--- config.mk ---
export PLATFORM = sky130hd
export DESIGN_NAME = tsch_cell_allocator
export DESIGN_NICKNAME = d
export VERILOG_FILES = /design/src/rtl/tca_pkg.sv /design/src/rtl/tca_regs.sv /design/src/rtl/tca_div.sv /design/src/rtl/tsch_cell_allocator.sv
export SDC_FILE = /design/constraint.sdc
export NUM_CORES = 1
export LEC_CHECK = 0
export BUFFER_PORTS_ARGS = -buffer_cell sky130_fd_sc_hd__buf_4
export CAP_MARGIN = 0
export CORE_MARGIN = 2
export CORE_UTILIZATION = 50
export CTS_CLUSTER_SIZE = 14
export DETAILED_ROUTE_END_ITERATION = 10
export PLACE_DENSITY = 0.7
export SLEW_MARGIN = 20
export SYNTH_ARGS = -nofsm -noshare
export SYNTH_HDL_FRONTEND = slang
export SYNTH_SLANG_ARGS = --single-unit
--- constraint.sdc ---
create_clock -name clk -period 4.8 [get_ports clk]
set_input_delay 0.48 -clock clk [delete_from_list [all_inputs] [get_ports clk]]
set_output_delay 0.48 -clock clk [all_outputs]
set_load 0.1 [all_outputs]
--- src/rtl/tca_pkg.sv ---
`timescale 1ns / 1ps
// tca_pkg: shared types, register map and constants of the TSCH cell allocator.
// No dependencies.
package tca_pkg;

    localparam int SLOT_W    = 10;
    localparam int CHAN_W    = 4;
    localparam int ADDR_W    = 16;
    localparam int GROUP_W   = 5;
    localparam int NCOUNT_W  = 9;
    localparam int PADDR_W   = 4;
    localparam int PDATA_W   = 32;

    localparam int DEF_MAX_NODES = 256;
    localparam int DEF_MAX_GROUP = 16;

    localparam logic [GROUP_W-1:0]  RST_GROUP_SIZE  = 5'd1;
    localparam logic [NCOUNT_W-1:0] RST_NODE_COUNT  = 9'd0;
    localparam logic [ADDR_W-1:0]   RST_NODE_BCAST  = 16'hFFFF;
    localparam logic [ADDR_W-1:0]   RST_ROUTER_BCAST = 16'hFFFE;

    // register indexes (byte address = 4 * index)
    localparam logic [1:0] REG_GROUP_SIZE   = 2'd0;
    localparam logic [1:0] REG_NODE_COUNT   = 2'd1;
    localparam logic [1:0] REG_NODE_BCAST   = 2'd2;
    localparam logic [1:0] REG_ROUTER_BCAST = 2'd3;

    // command codes
    localparam logic CMD_START = 1'b0;
    localparam logic CMD_NODE  = 1'b1;

    typedef struct packed {
        logic              command;
        logic [ADDR_W-1:0] node_address;
    } cmd_t;

    typedef struct packed {
        logic [SLOT_W-1:0] slot;
        logic [CHAN_W-1:0] channel;
        logic [ADDR_W-1:0] sender;
        logic [ADDR_W-1:0] receiver;
        logic              shared;
        logic [SLOT_W-1:0] frame_length;
        logic              overflow;
        logic              last;
    } cell_t;

    typedef struct packed {
        logic [GROUP_W-1:0]  group_size;
        logic [NCOUNT_W-1:0] node_count;
        logic [ADDR_W-1:0]   node_broadcast_addr;
        logic [ADDR_W-1:0]   router_broadcast_addr;
    } cfg_t;

    // bit r set when gcd(r, g) == 1, for residues r < g
    function automatic logic [15:0] coprime_mask(input logic [GROUP_W-1:0] g);
        logic [15:0] m;
        begin
            case (g)
                5'd1:    m = 16'h0001;
                5'd2:    m = 16'h0002;
                5'd3:    m = 16'h0006;
                5'd4:    m = 16'h000A;
                5'd5:    m = 16'h001E;
                5'd6:    m = 16'h0022;
                5'd7:    m = 16'h007E;
                5'd8:    m = 16'h00AA;
                5'd9:    m = 16'h01B6;
                5'd10:   m = 16'h028A;
                5'd11:   m = 16'h07FE;
                5'd12:   m = 16'h08A2;
                5'd13:   m = 16'h1FFE;
                5'd14:   m = 16'h2A2A;
                5'd15:   m = 16'h6996;
                5'd16:   m = 16'hAAAA;
                default: m = 16'h0001;
            endcase
            return m;
        end
    endfunction

endpackage

--- src/rtl/tca_regs.sv ---
`timescale 1ns / 1ps
// tca_regs: APB configuration registers of the cell allocator.
// Depends on tca_pkg.
module tca_regs
    import tca_pkg::*;
(
    input  logic               clk,
    input  logic               rst_n,
    input  logic               psel,
    input  logic               penable,
    input  logic               pwrite,
    input  logic [PADDR_W-1:0] paddr,
    input  logic [PDATA_W-1:0] pwdata,
    output logic [PDATA_W-1:0] prdata,
    output logic               pready,
    output cfg_t               cfg
);

    cfg_t       cfg_reg;
    logic       wr_en;
    logic [1:0] idx;

    assign pready = 1'b1;
    assign wr_en  = psel && penable && pwrite;
    assign idx    = paddr[3:2];
    assign cfg    = cfg_reg;

    always_ff @(posedge clk or negedge rst_n)
    begin
        if (!rst_n)
        begin
            cfg_reg.group_size            <= RST_GROUP_SIZE;
            cfg_reg.node_count            <= RST_NODE_COUNT;
            cfg_reg.node_broadcast_addr   <= RST_NODE_BCAST;
            cfg_reg.router_broadcast_addr <= RST_ROUTER_BCAST;
        end
        else if (wr_en)
        begin
            case (idx)
                REG_GROUP_SIZE:   cfg_reg.group_size <= pwdata[GROUP_W-1:0];
                REG_NODE_COUNT:   cfg_reg.node_count <= pwdata[NCOUNT_W-1:0];
                REG_NODE_BCAST:   cfg_reg.node_broadcast_addr <= pwdata[ADDR_W-1:0];
                REG_ROUTER_BCAST: cfg_reg.router_broadcast_addr <= pwdata[ADDR_W-1:0];
                default: ;
            endcase
        end
    end

    always_comb
    begin
        case (idx)
            REG_GROUP_SIZE:   prdata = PDATA_W'(cfg_reg.group_size);
            REG_NODE_COUNT:   prdata = PDATA_W'(cfg_reg.node_count);
            REG_NODE_BCAST:   prdata = PDATA_W'(cfg_reg.node_broadcast_addr);
            REG_ROUTER_BCAST: prdata = PDATA_W'(cfg_reg.router_broadcast_addr);
            default:          prdata = '0;
        endcase
    end

endmodule

--- src/rtl/tca_div.sv ---
`timescale 1ns / 1ps
// tca_div: restoring divider by the group size, one quotient bit per cycle.
// Depends on tca_pkg.
module tca_div
    import tca_pkg::*;
#(
    parameter int DW = 10
)
(
    input  logic               clk,
    input  logic               rst_n,
    input  logic               start,
    input  logic [DW-1:0]      dividend,
    input  logic [GROUP_W-1:0] divisor,
    output logic               done,
    output logic [DW-1:0]      quotient,
    output logic [GROUP_W-1:0] remainder
);

    localparam int CW = $clog2(DW + 1);

    logic               busy_reg,  busy_next;
    logic               done_reg,  done_next;
    logic [CW-1:0]      cnt_reg,   cnt_next;
    logic [DW-1:0]      dvd_reg,   dvd_next;
    logic [GROUP_W-1:0] rem_reg,   rem_next;
    logic [GROUP_W-1:0] dsr_reg,   dsr_next;

    // shared compare-subtract
    logic [GROUP_W:0] rem_sh;
    logic [GROUP_W:0] diff;
    logic             ge;

    assign rem_sh = {rem_reg, dvd_reg[DW-1]};
    assign diff   = rem_sh - {1'b0, dsr_reg};
    assign ge     = rem_sh >= {1'b0, dsr_reg};

    always_comb
    begin
        busy_next = busy_reg;
        done_next = 1'b0;
        cnt_next  = cnt_reg;
        dvd_next  = dvd_reg;
        rem_next  = rem_reg;
        dsr_next  = dsr_reg;
        if (start)
        begin
            busy_next = 1'b1;
            cnt_next  = CW'(DW);
            dvd_next  = dividend;
            rem_next  = '0;
            dsr_next  = divisor;
        end
        else if (busy_reg)
        begin
            dvd_next = {dvd_reg[DW-2:0], ge};
            rem_next = ge ? diff[GROUP_W-1:0] : rem_sh[GROUP_W-1:0];
            cnt_next = cnt_reg - 1'b1;
            if (cnt_reg == CW'(1))
            begin
                busy_next = 1'b0;
                done_next = 1'b1;
            end
        end
    end

    always_ff @(posedge clk or negedge rst_n)
    begin
        if (!rst_n)
        begin
            busy_reg <= 1'b0;
            done_reg <= 1'b0;
            cnt_reg  <= '0;
            dvd_reg  <= '0;
            rem_reg  <= '0;
            dsr_reg  <= 5'd1;
        end
        else
        begin
            busy_reg <= busy_next;
            done_reg <= done_next;
            cnt_reg  <= cnt_next;
            dvd_reg  <= dvd_next;
            rem_reg  <= rem_next;
            dsr_reg  <= dsr_next;
        end
    end

    assign done      = done_reg;
    assign quotient  = dvd_reg;
    assign remainder = rem_reg;

endmodule

--- src/rtl/tsch_cell_allocator.sv ---
`timescale 1ns / 1ps
// tsch_cell_allocator: top level, command sequencer and cell output register.
// Depends on tca_pkg, tca_regs, tca_div.

// A node command passes from the accept cycle through the uplink and downlink
// cell beats, each loaded into the single output register (uplink cell, then
// downlink cell) once that register is not held by cell_stall. A start command
// runs the shared restoring divider, DW = max(10, clog2(2*MAX_NODES +
// MAX_GROUP + 2)) bits wide (10 at defaults), once for ceil(N/G) and once for
// the residue of the first frame candidate; the coprime search then steps one
// candidate per cycle, rejecting fewer candidates than the clamped group size,
// before the start cell waits for the output register. cmd_stall is high from
// acceptance until the last cell of the command is loaded into the output
// register; a new command may be taken while that cell still waits.
module tsch_cell_allocator
    import tca_pkg::*;
#(
    parameter int MAX_NODES = DEF_MAX_NODES,
    parameter int MAX_GROUP = DEF_MAX_GROUP
)
(
    input  logic               clk,
    input  logic               rst_n,
    input  logic               cmd_valid,
    output logic               cmd_stall,
    input  cmd_t               cmd,
    output logic               cell_valid,
    input  logic               cell_stall,
    output cell_t              cell_data,
    input  logic               psel,
    input  logic               penable,
    input  logic               pwrite,
    input  logic [PADDR_W-1:0] paddr,
    input  logic [PDATA_W-1:0] pwdata,
    output logic [PDATA_W-1:0] prdata,
    output logic               pready
);

    localparam int DW_RAW = $clog2(2 * MAX_NODES + MAX_GROUP + 2);
    localparam int DW     = (DW_RAW > SLOT_W) ? DW_RAW : SLOT_W;

    typedef enum logic [2:0] {
        ST_IDLE,
        ST_DIV_N,
        ST_DIV_START,
        ST_SEARCH,
        ST_EMIT_START,
        ST_EMIT_UP,
        ST_EMIT_DOWN
    } state_t;

    cfg_t cfg;

    tca_regs u_regs (
        .clk     (clk),
        .rst_n   (rst_n),
        .psel    (psel),
        .penable (penable),
        .pwrite  (pwrite),
        .paddr   (paddr),
        .pwdata  (pwdata),
        .prdata  (prdata),
        .pready  (pready),
        .cfg     (cfg)
    );

    state_t              state_reg,     state_next;
    logic [SLOT_W-1:0]   frame_len_reg, frame_len_next;
    logic [SLOT_W-1:0]   up_slot_reg,   up_slot_next;
    logic [SLOT_W-1:0]   dn_slot_reg,   dn_slot_next;
    logic [CHAN_W-1:0]   dn_chan_reg,   dn_chan_next;
    logic [NCOUNT_W-1:0] done_cnt_reg,  done_cnt_next;
    logic [ADDR_W-1:0]   addr_reg,      addr_next;
    logic                ovf_reg,       ovf_next;
    logic [DW-1:0]       q_reg,         q_next;
    logic [DW-1:0]       cand_reg,      cand_next;
    logic [CHAN_W-1:0]   res_reg,       res_next;
    logic                cell_valid_reg, cell_valid_next;
    cell_t               cell_reg,      cell_next;

    logic [GROUP_W-1:0]  g_eff;
    logic [DW-1:0]       n_eff;
    logic                accept;
    logic                out_free;
    logic                div_start;
    logic [DW-1:0]       div_dividend;
    logic                div_done;
    logic [DW-1:0]       div_quo;
    logic [GROUP_W-1:0]  div_rem;
    logic [15:0]         cop_mask;
    logic [GROUP_W-1:0]  res_inc;
    logic [GROUP_W-1:0]  chan_inc;

    always_comb
    begin
        if (cfg.group_size == '0)
            g_eff = GROUP_W'(1);
        else if (cfg.group_size > GROUP_W'(MAX_GROUP))
            g_eff = GROUP_W'(MAX_GROUP);
        else
            g_eff = cfg.group_size;
        if (DW'(cfg.node_count) > DW'(MAX_NODES))
            n_eff = DW'(MAX_NODES);
        else
            n_eff = DW'(cfg.node_count);
    end

    assign cmd_stall = (state_reg != ST_IDLE);
    assign accept    = cmd_valid && !cmd_stall;
    assign out_free  = !cell_valid_reg || !cell_stall;
    assign cop_mask  = coprime_mask(g_eff);
    assign res_inc   = {1'b0, res_reg} + 1'b1;
    assign chan_inc  = {1'b0, dn_chan_reg} + 1'b1;

    // divider runs for ceil(N/G) first, then for (1 + ceil(N/G) + N) mod G
    always_comb
    begin
        div_start    = 1'b0;
        div_dividend = n_eff + DW'(g_eff) - DW'(1);
        if (state_reg == ST_IDLE)
            div_start = accept && (cmd.command == CMD_START);
        else if (state_reg == ST_DIV_N && div_done)
        begin
            div_start    = 1'b1;
            div_dividend = DW'(1) + div_quo + n_eff;
        end
    end

    tca_div #(
        .DW (DW)
    ) u_div (
        .clk       (clk),
        .rst_n     (rst_n),
        .start     (div_start),
        .dividend  (div_dividend),
        .divisor   (g_eff),
        .done      (div_done),
        .quotient  (div_quo),
        .remainder (div_rem)
    );

    always_comb
    begin
        state_next      = state_reg;
        frame_len_next  = frame_len_reg;
        up_slot_next    = up_slot_reg;
        dn_slot_next    = dn_slot_reg;
        dn_chan_next    = dn_chan_reg;
        done_cnt_next   = done_cnt_reg;
        addr_next       = addr_reg;
        ovf_next        = ovf_reg;
        q_next          = q_reg;
        cand_next       = cand_reg;
        res_next        = res_reg;
        cell_next       = cell_reg;
        cell_valid_next = cell_valid_reg && cell_stall;

        case (state_reg)
            ST_IDLE:
            begin
                if (accept)
                begin
                    if (cmd.command == CMD_START)
                        state_next = ST_DIV_N;
                    else
                    begin
                        addr_next  = cmd.node_address;
                        ovf_next   = (DW'(done_cnt_reg) >= n_eff);
                        state_next = ST_EMIT_UP;
                    end
                end
            end
            ST_DIV_N:
            begin
                if (div_done)
                begin
                    q_next     = div_quo;
                    cand_next  = div_dividend;
                    state_next = ST_DIV_START;
                end
            end
            ST_DIV_START:
            begin
                if (div_done)
                begin
                    res_next   = div_rem[CHAN_W-1:0];
                    state_next = ST_SEARCH;
                end
            end
            ST_SEARCH:
            begin
                if (cop_mask[res_reg])
                begin
                    frame_len_next = cand_reg[SLOT_W-1:0];
                    up_slot_next   = SLOT_W'(q_reg + DW'(1));
                    dn_slot_next   = SLOT_W'(1);
                    dn_chan_next   = '0;
                    done_cnt_next  = '0;
                    state_next     = ST_EMIT_START;
                end
                else
                begin
                    cand_next = cand_reg + DW'(1);
                    res_next  = (res_inc == g_eff) ? '0 : res_inc[CHAN_W-1:0];
                end
            end
            ST_EMIT_START:
            begin
                if (out_free)
                begin
                    cell_valid_next        = 1'b1;
                    cell_next.slot         = '0;
                    cell_next.channel      = '0;
                    cell_next.sender       = cfg.node_broadcast_addr;
                    cell_next.receiver     = cfg.router_broadcast_addr;
                    cell_next.shared       = 1'b1;
                    cell_next.frame_length = frame_len_reg;
                    cell_next.overflow     = 1'b0;
                    cell_next.last         = 1'b1;
                    state_next             = ST_IDLE;
                end
            end
            ST_EMIT_UP:
            begin
                if (out_free)
                begin
                    cell_valid_next        = 1'b1;
                    cell_next.slot         = up_slot_reg;
                    cell_next.channel      = '0;
                    cell_next.sender       = addr_reg;
                    cell_next.receiver     = cfg.router_broadcast_addr;
                    cell_next.shared       = 1'b0;
                    cell_next.frame_length = frame_len_reg;
                    cell_next.overflow     = ovf_reg;
                    cell_next.last         = 1'b0;
                    state_next             = ST_EMIT_DOWN;
                end
            end
            ST_EMIT_DOWN:
            begin
                if (out_free)
                begin
                    cell_valid_next        = 1'b1;
                    cell_next.slot         = dn_slot_reg;
                    cell_next.channel      = dn_chan_reg;
                    cell_next.sender       = cfg.router_broadcast_addr;
                    cell_next.receiver     = addr_reg;
                    cell_next.shared       = 1'b0;
                    cell_next.frame_length = frame_len_reg;
                    cell_next.overflow     = ovf_reg;
                    cell_next.last         = 1'b1;
                    up_slot_next           = up_slot_reg + 1'b1;
                    // wrap at or above the current group size
                    if (chan_inc >= g_eff)
                    begin
                        dn_chan_next = '0;
                        dn_slot_next = dn_slot_reg + 1'b1;
                    end
                    else
                        dn_chan_next = chan_inc[CHAN_W-1:0];
                    if (done_cnt_reg != '1)
                        done_cnt_next = done_cnt_reg + 1'b1;
                    state_next = ST_IDLE;
                end
            end
            default:
                state_next = ST_IDLE;
        endcase
    end

    always_ff @(posedge clk or negedge rst_n)
    begin
        if (!rst_n)
        begin
            state_reg      <= ST_IDLE;
            frame_len_reg  <= SLOT_W'(1);
            up_slot_reg    <= '0;
            dn_slot_reg    <= SLOT_W'(1);
            dn_chan_reg    <= '0;
            done_cnt_reg   <= '0;
            addr_reg       <= '0;
            ovf_reg        <= 1'b0;
            q_reg          <= '0;
            cand_reg       <= '0;
            res_reg        <= '0;
            cell_valid_reg <= 1'b0;
            cell_reg       <= '0;
        end
        else
        begin
            state_reg      <= state_next;
            frame_len_reg  <= frame_len_next;
            up_slot_reg    <= up_slot_next;
            dn_slot_reg    <= dn_slot_next;
            dn_chan_reg    <= dn_chan_next;
            done_cnt_reg   <= done_cnt_next;
            addr_reg       <= addr_next;
            ovf_reg        <= ovf_next;
            q_reg          <= q_next;
            cand_reg       <= cand_next;
            res_reg        <= res_next;
            cell_valid_reg <= cell_valid_next;
            cell_reg       <= cell_next;
        end
    end

    assign cell_valid = cell_valid_reg;
    assign cell_data  = cell_reg;

`ifndef SYNTHESIS
    // the shared cell is always the single start cell at slot 0, channel 0
    assert property (@(posedge clk) disable iff (!rst_n)
        (cell_valid && cell_data.shared) |->
            (cell_data.last && cell_data.slot == '0 && cell_data.channel == '0))
        else $error("shared cell with wrong slot, channel or last flag");

    // an uplink beat is never directly followed by another uplink beat
    assert property (@(posedge clk) disable iff (!rst_n)
        (cell_valid && !cell_stall && !cell_data.last) |=>
            !(cell_valid && !cell_data.last))
        else $error("uplink beat not followed by its downlink beat");

    // divider completions only land while the sequencer waits for them
    assert property (@(posedge clk) disable iff (!rst_n)
        div_done |-> (state_reg == ST_DIV_N || state_reg == ST_DIV_START))
        else $error("divider done outside a divide state");
`endif

endmodule
==> summary.txt <==
Layout cells sized above 1: 23.2%
Die area: 26300 um2
TritonCTS clock tree: yes
Sw Pwr: 4.89 mW
Min-delay worst type: input port to asynchronous set/reset pin
Clock Skew: 14.7 ps
Delay-heaviest family, CP: compound AO/OA/AOI/OAI gates
Area Overhead vs Synth: 15.5%
CP max stage delay: 680 ps
Critical path required time: 5220 ps
Max cap viols: 0
#FFs+latches synth: 219
Crit path DAT: 4280 ps
WL/cell: 17.8 um
# nets final: 1487
Clock sink count: 219
Post-CTS Resized: 0
Layout fillers: 2109
CTS Root Cell: clkbuf_16
Global Route met1 Usage: 33.2%
Fin crit period: 3860 ps
Fmax: 259 MHz
Cells taking the most area after synthesis: dfrtp_1, dfstp_2, mux2_2
Relative slew slack: 24.6%
Largest register FFs: 59
Synth area leader: dfrtp_1
Core area: 24400 um2
Vias: 9858
Setup violators final: 0
Part of the cycle the worst path needs: 80.4%
Slew Viols, Final: 0
CP Class: flop to flop
Clk pwr share: 18.7%
VDD IR max: 395 uV
Storage cell area: 5520 um2
Hold bufs inserted after CTS: 0
Maximum clock path buffer count: 3
Vias in the first global route: 9436
Total grt overflow: 0
Gpl congestion: 0.870
Buffers added on ports: 118
Die Y: 162 um
Failing checks: negative hold slack
Post-DP HPWL: 21100 um
Sequential Power Share: 31.9%
First-pass GRT wire length: 50200 um
Yosys warning total: 0
Met3 track demand over resource: 2.71%
Slew @ Worst Pin: 1130 ps
GR Util met2: 37.6%
Initial core utilization: 51.2%
Seq/Total Area, Yosys: 44.2%
Setup TNS: 0 ps
Crit-path max FO: 23
H-tree levels: 1
GRT Total Usage: 23.4%
Setup WS post-layout: 941 ps
Drt drc: 0
Hold Worst Slack: -15.7 ps
Ant diodes: 0
Area occupied by multi-input gates: 6430 um2
LEAKAGE: 6.70 nW
Dpl cells: 1668
Area after DPL: 13600 um2
Syn Area/Cell: 9.75 um2
Slowest CP cell: o21ai_4
Startpoint types: flop
Critical Path End Type: flop
Post-synth top cells: nand2_1, dfrtp_1, o21ai_0
DR vias/cell: 5.75
Share of the synthesized area in the top cell type: 36.9%
Initial antenna violation count: 1
CP cell instances: nor3_1 > o21ai_0 > buf_4 > inv_1 > ha_1 > mux2i_1 > a21oi_1 > a221o_1 > a21o_1 > o21ai_4 > nand2_1 > mux2_1
EDFF count, synth: 0
IO Pins: 154
Status: finished, violations left
WL final: 30500 um
Post CTS Setup Buffer Count: 0
Chip width: 162 um
Post-synthesis cell count: 1281
Cell Int Power: 5.29 mW
Yosys cell types: 78
Clk slew on worst S/H paths: 60 ps
TritonRoute pass-1 iters: 5
Fin. Hold Viols: 12
Antenna-violating nets left: 0
RSZ-0062 raised after global routing: no
Worst-Skew Late Latency: 550 ps
Number of DRC markers in iteration 0: 825
CTS Buf Count: 25
Power Density: 706 nW/um2
WP buf/inv: 2
Combinational fraction of design power: 49.4%
Post-synth ARST share: 100%
Largest net degree at the start of global routing: 114
Top FF cell, synth: dfrtp_1
Switching share of total power: 48.0%
Count leader, synth: nand2_1
Post-place setup slack: 1010 ps
# rows: 57
Grt peak-use layer: met2
Synth Cell Area: 12500 um2
Final Instance Count excl. Fillers: 1714
Post-route cell area: 14400 um2
==> per-layer routing <==
layer	routed length, um	part of all wire, %	up-vias
li1	-	-	4736
met1	13800	45	4813
met2	14300	47	249
met3	1410	4.6	60
met4	913	3.0	0
met5	0	0	-
==> cell type report <==
| type | instances | share of cell area (%) |
|---|---|---|
| Multi-Input combinational cell | 937 | 44.6 |
| Tap cell | 324 | 2.81 |
| Inverter | 53 | 1.38 |
| Clock buffer | 35 | 5.02 |
| Clock inverter | 11 | 0.712 |
| Sequential cell | 219 | 38.3 |
| Timing Repair Buffer | 135 | 7.17 |
==> cells by family (layout without fill, tap and decap cells) <==
logic type / Yosys count / after routing / share of synthesized area (%)
buffers and inverters: 140 / 234 / 5.01
multiplexers: 127 / 127 / 11.5
flip-flops: 219 / 219 / 44.2
adder cells (fa/ha/maj): 56 / 56 / 5.79
XOR/XNOR: 27 / 27 / 1.89
other: 2 / 17 / 0.0601
AND/OR/NAND/NOR: 410 / 410 / 15.4
AO/OA/AOI/OAI: 300 / 300 / 16.1
==> through the flow <==
stage | utilization [%] | total power [mW]
finish | 59.1 | 10.2
global route | 59.1 | 10.8
CTS | 59.1 | 10.2
detailed placement | 55.7 | 8.29
global placement | 55.7 | 8.18
floorplan | - | 7.08
==> final timing paths <==
check	to	cells past startpoint	start	slack (ps)
worst max register to register	up_slot_reg[1]$_DFFE_PN0P_	12	u_regs.cfg[43]$_DFFE_PN0P_	940
min in group clk	addr_reg[3]$_DFFE_PN0P_	2	cmd[3]	170
worst min register to register	frame_len_reg[0]$_DFFE_PN1P_	2	frame_len_reg[0]$_DFFE_PN1P_	460
worst min-delay path	u_div.dsr_reg[4]$_DFFE_PN0P_	1	rst_n	-20
worst max-delay path	up_slot_reg[1]$_DFFE_PN0P_	12	u_regs.cfg[43]$_DFFE_PN0P_	940
max in group asynchronous	cell_data[12]$_DFFE_PN0P_	2	rst_n	3750
==> power groups by stage <==
stage	clock, mW	combinational, mW	sequential, mW
floorplan	0	2.85	4.23
global placement	0	4.94	3.24
detailed placement	0	5.02	3.27
CTS	1.93	5.05	3.24
global route	2.00	5.46	3.35
finish	1.90	5.03	3.25
==> layout by cell type, fill, tap and decap left out, types with 30 or more instances in the layout <==
| cell type | synthesis | final |
|---|---|---|
| a21oi_1 | 57 | 56 |
| buf_4 | 21 | 133 |
| dfrtp_1 | 184 | 184 |
| dfstp_2 | 35 | 35 |
| ha_1 | 53 | 53 |
| inv_1 | 50 | 50 |
| mux2_2 | 79 | 79 |
| mux2i_1 | 40 | 40 |
| nand2_1 | 191 | 191 |
| nand3_1 | 31 | 30 |
| nor2_1 | 65 | 64 |
| o21ai_0 | 87 | 87 |
Note: power is estimated with default switching activity, not from simulation.
